$ cat src/design/lsh_pkg.sv
// Shared constants, types and register codes of the Laplacian sharpening filter.
package lsh_pkg;

  localparam int MAX_WIDTH = 2048;
  localparam int LANES = 4;
  localparam int LANE_W = 8;
  localparam int PIX_W = LANES * LANE_W;
  localparam int COL_W = $clog2(MAX_WIDTH);
  localparam int ROW_W = 12;
  localparam int CFG_DATA_W = 12;
  localparam int CFG_IDX_W = 2;
  localparam int CHAN_W = 3;
  localparam int CLAMP_W = (COL_W + 2 > CFG_DATA_W + 1) ? COL_W + 2 : CFG_DATA_W + 1;
  localparam int OUT_BITS = ROW_W + COL_W + PIX_W + 1;
  localparam int OUT_TDATA_W = ((ROW_W + COL_W + PIX_W + 7) / 8) * 8;
  localparam int OUT_PAD_W = OUT_TDATA_W - (ROW_W + COL_W + PIX_W);
  localparam int IN_TDATA_W = ((PIX_W + 7) / 8) * 8;

  localparam logic [CFG_IDX_W-1:0] REG_IMAGE_WIDTH = 2'd0;
  localparam logic [CFG_IDX_W-1:0] REG_IMAGE_HEIGHT = 2'd1;
  localparam logic [CFG_IDX_W-1:0] REG_CHANNEL_COUNT = 2'd2;

  localparam logic [CFG_DATA_W-1:0] RST_IMAGE_WIDTH = 12'd640;
  localparam logic [CFG_DATA_W-1:0] RST_IMAGE_HEIGHT = 12'd480;
  localparam logic [CHAN_W-1:0] RST_CHANNEL_COUNT = 3'd4;

  localparam logic [ROW_W-1:0] MAX_ROW_LAST = 12'd4094;

  typedef logic [LANES-1:0][LANE_W-1:0] pix_t;

  typedef struct packed {
    pix_t prev;
    pix_t prev2;
  } line_word_t;

  typedef struct packed {
    logic [ROW_W-1:0] row;
    logic [COL_W-1:0] col;
    pix_t sharp;
    logic done;
  } result_t;

endpackage

$ cat src/design/lsh_kernel.sv
// Five-point Laplacian sharpening kernel across all channel lanes, saturated to 0..255.
module lsh_kernel
  import lsh_pkg::*;
(
  input  pix_t             centre,
  input  pix_t             left,
  input  pix_t             right,
  input  pix_t             up,
  input  pix_t             down,
  input  logic [LANES-1:0] lane_en,
  input  logic             interior,
  output pix_t             sharp
);

  localparam int SUM_W = LANE_W + 4;

  always_comb begin
    logic signed [SUM_W-1:0] pos;
    logic signed [SUM_W-1:0] neg;
    logic signed [SUM_W-1:0] diff;
    for (int k = 0; k < LANES; k++) begin
      pos = SUM_W'({centre[k], 2'b00}) + SUM_W'(centre[k]);
      neg = SUM_W'(left[k]) + SUM_W'(right[k]) + SUM_W'(up[k]) + SUM_W'(down[k]);
      diff = pos - neg;
      if (!interior || !lane_en[k] || diff < 0) begin
        sharp[k] = '0;
      end else if (diff > SUM_W'({LANE_W{1'b1}})) begin
        sharp[k] = {LANE_W{1'b1}};
      end else begin
        sharp[k] = diff[LANE_W-1:0];
      end
    end
  end

endmodule

$ cat config.mk
export PLATFORM = sky130hd
export DESIGN_NAME = lsh_kernel
export DESIGN_NICKNAME = d
export VERILOG_FILES = /design/src/design/lsh_pkg.sv /design/src/design/lsh_kernel.sv
export SDC_FILE = /design/constraint.sdc
export NUM_CORES = 1
export LEC_CHECK = 0
export BUFFER_PORTS_ARGS = -buffer_cell sky130_fd_sc_hd__buf_4
export CAP_MARGIN = 15
export CORE_MARGIN = 8
export CORE_UTILIZATION = 49
export DETAILED_ROUTE_END_ITERATION = 16
export PLACE_DENSITY = 0.78
export SLEW_MARGIN = 20
export SYNTH_ARGS = -nofsm -noshare
export SYNTH_HDL_FRONTEND = slang
export SYNTH_SLANG_ARGS = --single-unit
$ cat constraint.sdc
create_clock -name vclk -period 6.49
set_clock_uncertainty 0.2 [all_clocks]
set_input_delay 1.6225 -clock vclk [all_inputs]
set_output_delay 1.6225 -clock vclk [all_outputs]
set_load 0.05 [all_outputs]
==> impl_metrics.yaml <==
status:
  status: "finished, violations left"
  violations: "negative setup slack"
power_and_ir_drop:
  p_leak_uw: 0.00495
  seqPwrFrac_pct: 0
  swShare_pct: 53.4
  power_density_nw_per_um2: 419
  p_sw_uw: 2130
  ir_worst_vdd_uv: 320
  power_uw: 3990
  combPwrFrac_pct: 100.0
  p_int_uw: 1860
  clock_power_share_pct: 0
floorplan:
  std_cell_rows: 40
  die_h_um: 126
  io_pins: 197
  dieArea_sq_um: 15800
  coreArea_sq_um: 11900
  initial_core_util_pct: 49.6
  die_w_um: 126
sta:
  holdWs_ps: 3620
  period_minus_slack_ps: 7040
  slew_viol_final: 0
  maxSlewHeadroom_pct: 68.9
  min_period_over_period_pct: 108
  fin_ws_ps: -547
  fmax_mhz: 142
  rsz0062_at_grt: "true"
  worst_pin_slew_ps: 464
  setup_viol: 32
  finalHoldViolations: 0
cells_and_area:
  antennaDiodeCount: 0
  area_growth_pct: 61.9
  seqCellArea_sq_um: 0
  drive_above_1_share_pct: 42.6
  layout_commonest_cell: "buf_4"
  mostFrequentLayoutCells: "buf_4, inv_1, fa_1, ha_1, buf_6"
  n_clock_buffer: 0
  nNetsFinal: 1353
  final_cell_count_no_fill: 1153
  design.seq.count: 0
critical_path:
  path_class: "primary input to output pin"
  startpoint_type: "primary input"
  endpoint_kind: "output pin"
  cp_max_fo: 8
  worstPathRequired_ps: 4670
  critPathArrivalTime_ps: 5210
worst_hold_path:
  hold_class: "primary input to output pin"
yosys:
  yosys_warnings: 0
  avgSynthCellArea_sq_um: 8.30
  syn-cell-area_sq_um: 5880
  ys_seq_area_share_pct: 0
  synth_cells: 708
  syn-num-nets: 1053
  synth_cell_type_count: 53
drt:
  drt-initial-drc-count: 140
  wl_per_cell_um: 16.2
  first_pass_iters: 4
  routed_via_density: 5.15
  routed-via-count: 5940
  drtAntennaViolNets: 0
  wl_um: 18700
  drc_errors: 0
global_route:
  antenna_found_initial: 0
  grt_overflow: 0
  grt_usage_pct: 23.2
  grt_pass1_vias: 6823
  grt_first_pass_wirelength_um: 30800
  grt_start_max_net_pins: 9
placement:
  io_buffer_count: 197
  gp_congestion: 0.913
  dp.cells: 1141
  dp_slack_ps: -683
  dp_hpwl_um: 15900
job:
  cap_violations: 0
==> cells in the mapped netlist, types with 4 or more instances <==
cell type	count	area, sq um
xnor2_1	19	166
a211oi_1	5	37.5
nor3_1	5	25.0
fa_1	120	2400
a21o_1	16	120
o211ai_1	7	52.6
o21bai_1	4	30.0
a21oi_1	34	170
buf_2	4	20.0
ha_1	60	751
nor2_1	21	78.8
and3_1	4	25.0
nand2b_1	4	25.0
o21ai_0	18	90.1
nand2_1	16	60.1
a31oi_1	28	175
nand3_1	9	45.0
inv_1	257	965
xor2_1	13	114
o21a_1	13	97.6
mux2i_1	4	40.0
==> layout make-up <==
cell class,instances,area (sq um)
fill,773,2340
tap,147,184
inverter,257,995
multi-input combinational,443,5750
timing repair buffer,306,2590
==> worst paths after layout <==
kind | from | end | slack (ps) | depth (start not counted)
min | lane_en[0] | sharp[0] | 3620 | 5
max | down[25] | sharp[26] | -550 | 16
==> cell families (layout without fill, tap and decap cells) <==
kind of cell               count (synthesis)  after routing  synth area share [%]
and+or+nand+nor                           71             71                  5.79
xor gates and xnor gates                  32             32                  4.77
buffers and inverters                    265            563                  17.0
muxes                                      6              6                  1.06
AOI/OAI and AO/OA                        154            154                  17.7
adders and majority gates                180            180                  53.6
==> per-layer routing <==
layer | part of all wire [%] | routed length [um] | up-vias | global-route usage (%)
li1 | - | - | 2797 | -
met1 | 36 | 6780 | 2908 | 24.9
met2 | 57 | 10600 | 199 | 46.5
met3 | 4.4 | 825 | 36 | 2.59
met4 | 2.7 | 514 | 0 | 6.09
met5 | 0 | 0 | - | 0
==> power groups by stage <==
stage | logic (uW) | clock network (uW) | registers [uW]
2_1_floorplan | 2440 | 0 | 0
3_3_place_gp | 3480 | 0 | 0
3_5_place_dp | 3590 | 0 | 0
4_1_cts | 3830 | 0 | 0
5_1_grt | 4310 | 0 | 0
6_report | 3990 | 0 | 0
==> metrics by stage <==
stage	cell area (sq um)	setup TNS [ps]	util [%]
4_1_cts	9410	-14920	79.3
3_3_place_gp	9020	-17620	76.1
6_report	9520	-14580	80.3
5_1_grt	9520	-18450	80.3
3_5_place_dp	9020	-19100	76.1
2_1_floorplan	6620	-9750	-
==> critical path, stage by stage <==
cell and delay [ps]:
buf_8 80, inv_8 20, fa_1 490, fa_1 490
inv_1 50, fa_1 500, inv_2 60, fa_2 390
a211oi_2 240, o21ai_2 130, mux2_4 330, nor4_4 130
o311a_2 240, buf_12 160, a31oi_4 100, buf_6 170
==> timing repair <==
item                       4_1_cts  5_1_grt
pin swaps                       47       23
resized for setup               74       22
hold buffers                     0        0
buffers inserted                 9        4
gates cloned                     0        0
setup endpoints to repair       32       32
Power figures use the tool's default switching activity.
